$ cat config.mk
export PLATFORM = sky130hd
export DESIGN_NAME = lcd_segment_char_writer
export DESIGN_NICKNAME = d
export VERILOG_FILES = /design/src/design/lscw_pkg.sv /design/src/design/lscw_front.sv /design/src/design/lscw_queue.sv /design/src/design/lscw_back.sv /design/src/design/lcd_segment_char_writer.sv
export SDC_FILE = /design/constraint.sdc
export NUM_CORES = 1
export LEC_CHECK = 0
export BUFFER_PORTS_ARGS = -buffer_cell sky130_fd_sc_hd__buf_2
export CORE_MARGIN = 2
export CORE_UTILIZATION = 30
export CTS_CLUSTER_SIZE = 10
export DETAILED_ROUTE_END_ITERATION = 8
export SYNTH_ARGS = -nofsm -noshare
export SYNTH_HDL_FRONTEND = slang
export SYNTH_HIERARCHICAL = 1
export SYNTH_SLANG_ARGS = --single-unit
$ cat constraint.sdc
create_clock -name clk -period 4.7 [get_ports clk]
set_input_delay 1.175 -clock clk [delete_from_list [all_inputs] [get_ports clk]]
set_output_delay 1.175 -clock clk [all_outputs]
set_load 0.1 [all_outputs]
$ cat src/design/lscw_pkg.sv
// lscw_pkg: shared types, constants and character tables for the LCD segment character writer.
// Used by lscw_front, lscw_queue, lscw_back and lcd_segment_char_writer.
`timescale 1ns / 1ps

package lscw_pkg;

	localparam int FRAME_WORDS_DEF = 8;   // default frame store depth
	localparam int OUT_WORDS       = 8;   // words emitted per transaction
	localparam int QUEUE_DEPTH     = 2;   // command queue between front and back
	localparam int DIGITS          = 6;   // digit places on the glass

	localparam logic       OP_WRITE  = 1'b0;
	localparam logic       OP_CLEAR  = 1'b1;
	localparam logic [15:0] POINT_BIT = 16'h0002;
	localparam logic [15:0] COLON_BIT = 16'h0020;

	typedef enum logic [1:0] {
		CMD_NOP,
		CMD_WRITE,
		CMD_CLEAR
	} cmd_kind_t;

	typedef struct packed {
		cmd_kind_t   kind;
		logic [15:0] code;
		logic [2:0]  pos;
	} cmd_t;

	localparam logic [15:0] CAP_TAB [26] = '{
		16'hFE00, 16'h6714, 16'h1D00, 16'h4714, 16'h9D00, 16'h9C00, 16'h3F00,
		16'hFA00, 16'h0014, 16'h5300, 16'h9841, 16'h1900, 16'h5A48, 16'h5A09,
		16'h5F00, 16'hFC00, 16'h5F01, 16'hFC01, 16'hAF00, 16'h0414, 16'h5B00,
		16'h18C0, 16'h5A81, 16'h00C9, 16'h0058, 16'h05C0
	};

	localparam logic [15:0] NUM_TAB [10] = '{
		16'h5F00, 16'h4200, 16'hF500, 16'h6700, 16'hEA00,
		16'hAF00, 16'hBF00, 16'h4600, 16'hFF00, 16'hEF00
	};

	// Byte to 16-bit segment code; unknown bytes are blank.
	function automatic logic [15:0] seg_code(input logic [7:0] c);
		logic [15:0] r;
		r = 16'h0000;
		case (c)
			8'h20: r = 16'h0000;
			8'h2A: r = 16'hA0DD;
			8'h28: r = 16'h0028;
			8'h29: r = 16'h0011;
			8'h64: r = 16'hF300;
			8'h6D: r = 16'hB210;
			8'h6E: r = 16'h2210;
			8'hB5: r = 16'h6084;
			8'h2D: r = 16'hA000;
			8'h2B: r = 16'hA014;
			8'h2F: r = 16'h00C0;
			8'hB0: r = 16'hEC00;
			8'h25: r = 16'hB300;
			8'hFF: r = 16'hFFDD;
			default: begin
				if (c >= 8'h30 && c <= 8'h39)
					r = NUM_TAB[4'(c - 8'h30)];
				else if (c >= 8'h41 && c <= 8'h5A)
					r = CAP_TAB[5'(c - 8'h41)];
				else if (c >= 8'h61 && c <= 8'h7A)
					r = CAP_TAB[5'(c - 8'h61)];
			end
		endcase
		return r;
	endfunction

	// Scatter map per digit place: entry b = {word offset, bit}, word offset in bit 5.
	function automatic logic [3:0][5:0] place_map(input logic [2:0] pos);
		logic [3:0][5:0] m;
		m = '0;
		case (pos)
			3'd0: m = {6'd3,  6'd22, 6'd23, 6'd4};
			3'd1: m = {6'd5,  6'd12, 6'd13, 6'd6};
			3'd2: m = {6'd14, 6'd28, 6'd29, 6'd15};
			3'd3: m = {6'd30, 6'd32, 6'd33, 6'd31};
			3'd4: m = {6'd34, 6'd24, 6'd25, 6'd35};
			3'd5: m = {6'd26, 6'd9,  6'd8,  6'd17};
			default: m = '0;
		endcase
		return m;
	endfunction

endpackage

$ cat src/design/lscw_front.sv
// lscw_front: accepts input transactions, encodes the character and classifies the command.
// Depends on lscw_pkg; feeds lscw_queue.
`timescale 1ns / 1ps

module lscw_front (
	input  logic                 cmd_valid,
	output logic                 cmd_ready,
	input  logic                 operation,
	input  logic [7:0]           char_code,
	input  logic                 dp_lit,
	input  logic                 colon_lit,
	input  logic [2:0]           digit_position,
	input  logic                 q_full,
	output logic                 push,
	output lscw_pkg::cmd_t       push_cmd
);

	logic [15:0] code;

	assign cmd_ready = !q_full;
	assign push      = cmd_valid && cmd_ready;

	always_comb begin
		code = lscw_pkg::seg_code(char_code);
		if (dp_lit)
			code = code | lscw_pkg::POINT_BIT;
		if (colon_lit)
			code = code | lscw_pkg::COLON_BIT;
	end

	always_comb begin
		push_cmd.code = code;
		push_cmd.pos  = digit_position;
		if (operation == lscw_pkg::OP_CLEAR)
			push_cmd.kind = lscw_pkg::CMD_CLEAR;
		else if (32'(digit_position) < lscw_pkg::DIGITS)
			push_cmd.kind = lscw_pkg::CMD_WRITE;
		else
			push_cmd.kind = lscw_pkg::CMD_NOP;   // place six or seven: frame untouched
	end

endmodule

$ cat src/design/lscw_queue.sv
// lscw_queue: short command FIFO between the front and back parts.
// Depends on lscw_pkg for the command type and depth.
`timescale 1ns / 1ps

module lscw_queue (
	input  logic           clk,
	input  logic           arst_n,
	input  logic           push,
	input  lscw_pkg::cmd_t push_cmd,
	output logic           full,
	input  logic           pop,
	output lscw_pkg::cmd_t pop_cmd,
	output logic           empty
);

	localparam int PTR_W = (lscw_pkg::QUEUE_DEPTH > 1) ? $clog2(lscw_pkg::QUEUE_DEPTH) : 1;
	localparam int CNT_W = $clog2(lscw_pkg::QUEUE_DEPTH + 1);

	lscw_pkg::cmd_t    mem_q [lscw_pkg::QUEUE_DEPTH];
	logic [PTR_W-1:0]  wr_ptr_q;
	logic [PTR_W-1:0]  rd_ptr_q;
	logic [CNT_W-1:0]  count_q;

	assign full    = (32'(count_q) == lscw_pkg::QUEUE_DEPTH);
	assign empty   = (count_q == '0);
	assign pop_cmd = mem_q[rd_ptr_q];

	always_ff @(posedge clk) begin
		if (push)
			mem_q[wr_ptr_q] <= push_cmd;
	end

	always_ff @(posedge clk or negedge arst_n) begin
		if (!arst_n) begin
			wr_ptr_q <= '0;
			rd_ptr_q <= '0;
			count_q  <= '0;
		end else begin
			if (push)
				wr_ptr_q <= (32'(wr_ptr_q) == lscw_pkg::QUEUE_DEPTH - 1) ? '0
					: wr_ptr_q + PTR_W'(1);
			if (pop)
				rd_ptr_q <= (32'(rd_ptr_q) == lscw_pkg::QUEUE_DEPTH - 1) ? '0
					: rd_ptr_q + PTR_W'(1);
			if (push && !pop)
				count_q <= count_q + CNT_W'(1);
			else if (pop && !push)
				count_q <= count_q - CNT_W'(1);
		end
	end

	a_no_overflow: assert property (@(posedge clk) disable iff (!arst_n)
		push |-> !full) else $error("queue push while full");

	a_no_underflow: assert property (@(posedge clk) disable iff (!arst_n)
		pop |-> !empty) else $error("queue pop while empty");

	a_pop_frees: assert property (@(posedge clk) disable iff (!arst_n)
		pop && !push |=> !full) else $error("queue still full after pop");

endmodule

$ cat src/design/lscw_back.sv
// lscw_back: frame store, command execution and word-by-word frame readout.
// Depends on lscw_pkg; takes commands from lscw_queue.
`timescale 1ns / 1ps

module lscw_back #(
	parameter int FRAME_WORDS = lscw_pkg::FRAME_WORDS_DEF
) (
	input  logic           clk,
	input  logic           arst_n,
	input  logic           q_empty,
	input  lscw_pkg::cmd_t q_cmd,
	output logic           q_pop,
	output logic           word_valid,
	input  logic           word_ready,
	output logic [2:0]     word_index,
	output logic [31:0]    word_value,
	output logic           last_word
);

	localparam int IDX_W = $clog2(FRAME_WORDS);

	typedef enum logic {
		ST_IDLE,
		ST_EMIT
	} state_t;

	state_t          state_q;
	logic [2:0]      cnt_q;
	logic [31:0]     frame_q [FRAME_WORDS];
	logic [31:0]     upd     [FRAME_WORDS];
	logic            load;
	logic            out_valid_q;
	logic [2:0]      out_index_q;
	logic [31:0]     out_value_q;
	logic            out_last_q;

	assign q_pop      = (state_q == ST_IDLE) && !q_empty;
	assign load       = (state_q == ST_EMIT) && (!out_valid_q || word_ready);
	assign word_valid = out_valid_q;
	assign word_index = out_index_q;
	assign word_value = out_value_q;
	assign last_word  = out_last_q;

	// Scatter the four code nibbles: nibble k goes to words 2k and 2k+1.
	always_comb begin
		logic [3:0][5:0] pm;
		logic [2:0]      w;
		pm = lscw_pkg::place_map(q_cmd.pos);
		for (int i = 0; i < FRAME_WORDS; i++)
			upd[i] = frame_q[i];
		for (int k = 0; k < 4; k++) begin
			for (int b = 0; b < 4; b++) begin
				w = 3'(2 * k) + {2'b00, pm[b][5]};
				upd[IDX_W'(w)][pm[b][4:0]] = q_cmd.code[12 - 4 * k + b];
			end
		end
	end

	always_ff @(posedge clk or negedge arst_n) begin
		if (!arst_n) begin
			state_q     <= ST_IDLE;
			cnt_q       <= '0;
			out_valid_q <= 1'b0;
			out_index_q <= '0;
			out_value_q <= '0;
			out_last_q  <= 1'b0;
			for (int i = 0; i < FRAME_WORDS; i++)
				frame_q[i] <= '0;
		end else begin
			case (state_q)
				ST_IDLE: begin
					if (q_pop) begin
						case (q_cmd.kind)
							lscw_pkg::CMD_CLEAR: begin
								for (int i = 0; i < FRAME_WORDS; i++)
									frame_q[i] <= '0;
							end
							lscw_pkg::CMD_WRITE: begin
								for (int i = 0; i < FRAME_WORDS; i++)
									frame_q[i] <= upd[i];
							end
							default: ;
						endcase
						cnt_q   <= '0;
						state_q <= ST_EMIT;
					end
				end
				ST_EMIT: begin
					if (load) begin
						out_valid_q <= 1'b1;
						out_index_q <= cnt_q;
						out_value_q <= frame_q[IDX_W'(cnt_q)];
						out_last_q  <= (32'(cnt_q) == lscw_pkg::OUT_WORDS - 1);
						cnt_q       <= cnt_q + 3'd1;
						if (32'(cnt_q) == lscw_pkg::OUT_WORDS - 1)
							state_q <= ST_IDLE;
					end
				end
				default: state_q <= ST_IDLE;
			endcase
			// output register drains when taken and nothing new is loaded
			if (out_valid_q && word_ready && !load)
				out_valid_q <= 1'b0;
		end
	end

	a_no_pop_in_readout: assert property (@(posedge clk) disable iff (!arst_n)
		state_q == ST_EMIT |-> !q_pop) else $error("command taken during readout");

	a_clear_zeroes: assert property (@(posedge clk) disable iff (!arst_n)
		q_pop && q_cmd.kind == lscw_pkg::CMD_CLEAR |=> frame_q[0] == '0 && frame_q[7] == '0)
		else $error("frame not cleared");

	a_index_steps: assert property (@(posedge clk) disable iff (!arst_n)
		out_valid_q && word_ready && !out_last_q
		|=> out_valid_q && out_index_q == $past(out_index_q) + 3'd1)
		else $error("readout word sequence broken");

endmodule

$ cat src/design/lcd_segment_char_writer.sv
// lcd_segment_char_writer: top level of the six-digit 14-segment LCD character writer.
// Depends on lscw_pkg, lscw_front, lscw_queue and lscw_back.
`timescale 1ns / 1ps

// Channel  | handshake              | payload
// ---------+------------------------+---------------------------------------------------
// command  | cmd_valid / cmd_ready  | operation, char_code, dp_lit, colon_lit,
//          |                        | digit_position
// word     | word_valid / word_ready| word_index, word_value, last_word
//
// Each command transaction yields eight word transactions, frame words 0..7 in order,
// last_word set on word 7. In the back part a command is first applied to the frame
// store, then the frame is read out through the single output register, and no new
// command is taken from the queue until that readout ends.
// Reset clears the frame store, queue and output register at once; no clearing pass.
// cmd_ready drops only when the two-entry command queue is full; word_ready low just
// freezes the readout, the front keeps taking commands until the queue fills.

module lcd_segment_char_writer #(
	parameter int FRAME_WORDS = lscw_pkg::FRAME_WORDS_DEF
) (
	input  logic        clk,
	input  logic        arst_n,
	input  logic        cmd_valid,
	output logic        cmd_ready,
	input  logic        operation,
	input  logic [7:0]  char_code,
	input  logic        dp_lit,
	input  logic        colon_lit,
	input  logic [2:0]  digit_position,
	output logic        word_valid,
	input  logic        word_ready,
	output logic [2:0]  word_index,
	output logic [31:0] word_value,
	output logic        last_word
);

	// front -> queue
	logic           push;
	lscw_pkg::cmd_t push_cmd;
	logic           q_full;
	// queue -> back
	logic           q_pop;
	lscw_pkg::cmd_t q_cmd;
	logic           q_empty;

	// Front: encodes the byte (points and colon ORed in) and tags write, clear or no-op.
	lscw_front u_front (
		.cmd_valid      (cmd_valid),
		.cmd_ready      (cmd_ready),
		.operation      (operation),
		.char_code      (char_code),
		.dp_lit         (dp_lit),
		.colon_lit      (colon_lit),
		.digit_position (digit_position),
		.q_full         (q_full),
		.push           (push),
		.push_cmd       (push_cmd)
	);

	// Decouples accept from readout so either side can stall alone.
	lscw_queue u_queue (
		.clk      (clk),
		.arst_n   (arst_n),
		.push     (push),
		.push_cmd (push_cmd),
		.full     (q_full),
		.pop      (q_pop),
		.pop_cmd  (q_cmd),
		.empty    (q_empty)
	);

	// Back: owns the frame store, applies one command, then streams the frame out.
	lscw_back #(
		.FRAME_WORDS (FRAME_WORDS)
	) u_back (
		.clk        (clk),
		.arst_n     (arst_n),
		.q_empty    (q_empty),
		.q_cmd      (q_cmd),
		.q_pop      (q_pop),
		.word_valid (word_valid),
		.word_ready (word_ready),
		.word_index (word_index),
		.word_value (word_value),
		.last_word  (last_word)
	);

endmodule
==> run_results.csv <==
group,metric,value,unit
global_routing,grt_pass1_vias,10600,
min_path,worstHoldPathType,"reg2reg",
die,floorplan.initialDensity,30.50,%
setup_path,worst_setup_path_end_kind,"flop",
drt,detailroute.via_count,10320,
cells_and_area,n_fill_cell,5264,
sta,timing.slew.headroom,26.38,%
setup_path,critical_path_source_type,"input port",
setup_path,required,5.05,ns
clock_tree,cts.clk_slew.worst_paths,0.05,ns
clock_tree,clockBufferDepth,3,
logic_synthesis,synth.net_count,1368,
logic_synthesis,ys_seq_area_share,54.65,%
global_routing,busiest_layer,"met2",
setup_path,crit_slowest_cell,"sky130_fd_sc_hd__ha_1",
clock_tree,clock_tree.root_cell,"sky130_fd_sc_hd__clkbuf_16",
clock_tree,cts-htree-levels,2,
setup_path,regToRegStartpoint,"u_queue/rd_ptr_q",
logic_synthesis,post_synth_num_cell_types,79,
logic_synthesis,synthesized_area_per_cell,12.03,µm²
clock_tree,cts-hold-fix-buffers,0,
setup_path,timing.critical_path.mode_cell,"sky130_fd_sc_hd__ha_1",
placed_design,place.gp.congestion,0.8006,
drt,vias_cell,5.003,
logic_synthesis,post_synthesis_async_set_or_reset_flop_share,87.76,%
logic_synthesis,synthesis.area,0.01609,mm²
drt,routed_wl,37980,µm
sta,worst-slew-pin-transition,1.099,ns
logic_synthesis,yosysWarningCount,6,
placed_design,dpl_cell_area,0.01687,mm²
sta,rsz0062_at_grt,"no",
power,vdd_drop_max,0.2972,mV
die,chipHeight,235.6,µm
cells_and_area,finish.cell_count_without_fillers,2062,
logic_synthesis,ys.flop_type,"sky130_fd_sc_hd__dfrtp_1",
clock_tree,post_cts.repair.setup_buffers,0,
setup_path,worstPathCellList,"buf_2, inv_1, ha_1, ha_1, nand2_1, o221a_2, a311oi_1, a211oi_1, o2111ai_1",
sta,hold_violations,0,
sta,fin_setup_tns,0,ns
global_routing,grt_first_pass_wirelength,61310,µm
cells_and_area,layout-area-overhead-vs-synth,11.70,%
sta,maxSlewViolCount,0,
setup_path,path_max_fanout,21,
sta,fin_skew,0.02873,ns
setup_path,critical-path-max-stage-delay,0.56,ns
drt,drtPass1Iterations,5,
die,dieArea,0.05550,mm²
clock_tree,postCtsResizedCells,0,
global_routing,globalRoute.totalOverflow,0,
die,placementRows,84,
drt,routedWlPerCell,18.42,µm
global_routing,grt_antenna_before_repair,0,
sta,period_share,72.10,%
die,floorplan.die.width,235.6,µm
global_routing,groute.layer.met1.usage,19.67,%
clock_tree,clock_latency_of_the_later_clocked_register_in_the_worst_skew_pair,0.54,ns
clock_tree,tritoncts_clock_tree,"done",
run_status,outcome,"completed",
global_routing,grt_start_max_net_pins,127,
setup_path,startpoint,"char_code[0]",
die,num_io_pins,56,
drt,first_iter_violations,781,
job,cap_viol_max_count,0,
placed_design,place_hpwl,23810,µm
placed_design,dp_cell_count,2008,
min_path,timing.hold.worst.start,"u_back/frame_q[29]",
power,power_per_cell_area,533.8,mW/mm²
logic_synthesis,synthCells,1338,
clock_tree,cts_buffers,40,
sta,layout_min_cycle_time,3.389,ns
placed_design,placement.io_buffers,55,
logic_synthesis,synth_enable_flop_cells,42,
setup_path,critical_path_class,"in2reg",
sta,fmaxAchievable,0.2951,GHz
power,power_leakage,8.620,nW
drt,detail_route.drc_violations,0,
global_routing,global_route.usage.met3,2.369,%
clock_tree,clock_sink_count,343,
global_routing,grt.total_usage,13.66,%
cells_and_area,num-nets-final,1392,
global_routing,use_met2,21.08,%
drt,detail-route-antenna-nets,0,
setup_path,critical_path_arrival,3.74,ns
cells_and_area,layout.cell_area.non_filler,0.01797,mm²
cells_and_area,layout-drive-gt1-share,17.63,%
die,core_area,0.05276,mm²
power,finalPower,0.009595,W
logic_synthesis,yosys_register_bits,343,
sta,report.final.setup_viol,0,
==> final timing paths <==
kind                                   endpoint  slack, ns  depth (start not counted)
max                        u_queue/mem_q[0][18]       1.31                          9
min                          u_back/frame_q[29]       0.47                          1
max reg2reg                 u_back/frame_q[111]       1.49                          7
min reg2reg                  u_back/frame_q[29]       0.47                          1
max in group asynchronous     u_back/frame_q[9]       2.99                          2
min in group asynchronous   u_back/frame_q[203]       0.71                          1
==> kinds of logic after synthesis <==
logic type               synth area share, %
AND/OR/NAND/NOR                        12.79
flip-flops                             54.65
multiplexers                           16.37
adder cells (fa/ha/maj)               0.9331
XOR/XNOR                              0.7077
AO/OA/AOI/OAI                          10.44
buffers and inverters                  4.114
==> registers in the layout, summed over array words and instances, names as in the netlist <==
signal and flops:
u_queue/wr_ptr_q 1, u_back/cnt_q 3, u_queue/mem_q 42, u_back/last_word 1, u_back/word_value 32, u_back/frame_q 256, u_back/word_index 3, u_back/state_q 1
u_back/word_valid 1, u_queue/count_q 2, u_queue/rd_ptr_q 1
==> critical path: cells and delay by family <==
family	cells	cell delay, ns
simple gates	1	0.18
compound gates	4	0.98
fa+ha+maj	2	0.83
buf+inv	2	0.55
==> cell usage after synthesis, types with 3 or more instances <==
cell type	number	area share [%]
sky130_fd_sc_hd__clkbuf_1	40	0.93
sky130_fd_sc_hd__o21ai_0	58	1.8
sky130_fd_sc_hd__buf_4	11	0.51
sky130_fd_sc_hd__a21oi_1	21	0.65
sky130_fd_sc_hd__xor2_1	5	0.27
sky130_fd_sc_hd__o22ai_1	31	1.2
sky130_fd_sc_hd__nand2_1	132	3.1
sky130_fd_sc_hd__nor3_1	4	0.12
sky130_fd_sc_hd__o31ai_1	32	1.5
sky130_fd_sc_hd__a31oi_1	6	0.23
sky130_fd_sc_hd__o211ai_1	6	0.28
sky130_fd_sc_hd__mux2_2	89	6.2
sky130_fd_sc_hd__and2_1	160	6.2
sky130_fd_sc_hd__nor2_1	19	0.44
sky130_fd_sc_hd__inv_1	10	0.23
sky130_fd_sc_hd__o21a_1	5	0.23
sky130_fd_sc_hd__buf_2	19	0.59
sky130_fd_sc_hd__nand3_1	11	0.34
sky130_fd_sc_hd__buf_6	25	1.7
sky130_fd_sc_hd__a21o_1	6	0.28
sky130_fd_sc_hd__mux2i_1	163	10
sky130_fd_sc_hd__nand2b_1	6	0.23
sky130_fd_sc_hd__nor2b_1	10	0.39
sky130_fd_sc_hd__a22o_1	30	1.6
sky130_fd_sc_hd__o2bb2ai_1	9	0.49
sky130_fd_sc_hd__buf_1	3	0.070
sky130_fd_sc_hd__dfrtp_1	301	47
sky130_fd_sc_hd__ha_1	12	0.93
sky130_fd_sc_hd__xnor2_1	3	0.16
sky130_fd_sc_hd__edfxtp_1	42	7.8
sky130_fd_sc_hd__a22oi_1	3	0.14
sky130_fd_sc_hd__o211a_1	3	0.19
sky130_fd_sc_hd__nand3_2	3	0.19
==> power by group <==
group	internal (W)	total [W]	leakage [nW]	switching, W
Combinational	0.000940	0.00326	3.55	0.00232
Clock	0.00156	0.00269	0.531	0.00114
Sequential	0.00335	0.00364	4.54	0.000289
==> per-layer routing <==
metal  vias up  wire length, µm  share of wire [%]
met1      5226            18410                 48
met4         0              815                2.1
met5         -                0                  0
met2       240            16910                 45
met3        56             1848                4.9
li1       4795                -                  -
==> layout make-up <==
type	instances	area [µm²]	share of cell area, %
diodes	1	2.502	0.01392
clock buffers	50	1049	5.834
clock inverters	3	47.55	0.2645
inverters	11	41.29	0.2297
multi-input cells	886	6653	37.01
flip-flops and latches	343	8797	48.95
well taps	688	860.8	4.789
repair buffers	80	523.0	2.910
==> through the flow <==
step | util, % | hold WS (ns) | setup WS (ns)
after global placement | 31.98 | 0.4629 | 0.8061
after detailed placement | 31.98 | 0.4651 | 0.7729
final | 34.07 | 0.4746 | 1.311
after CTS | 34.06 | 0.4801 | 1.335
after floorplan | - | 0.4474 | 1.492
after global routing | 34.06 | 0.4880 | 1.081
==> cells in the final DEF (no fill, tap or decap), drive strengths merged, types with 30 or more instances in the layout <==
cell type | synthesis | routed
dfrtp | 301 | 301
nand2 | 134 | 134
o31ai | 32 | 32
a22o | 30 | 30
mux2 | 89 | 89
and2 | 160 | 160
edfxtp | 42 | 42
clkbuf | 40 | 50
o22ai | 31 | 31
buf | 58 | 80
o21ai | 59 | 59
mux2i | 163 | 163
Power figures use the tool's default switching activity.
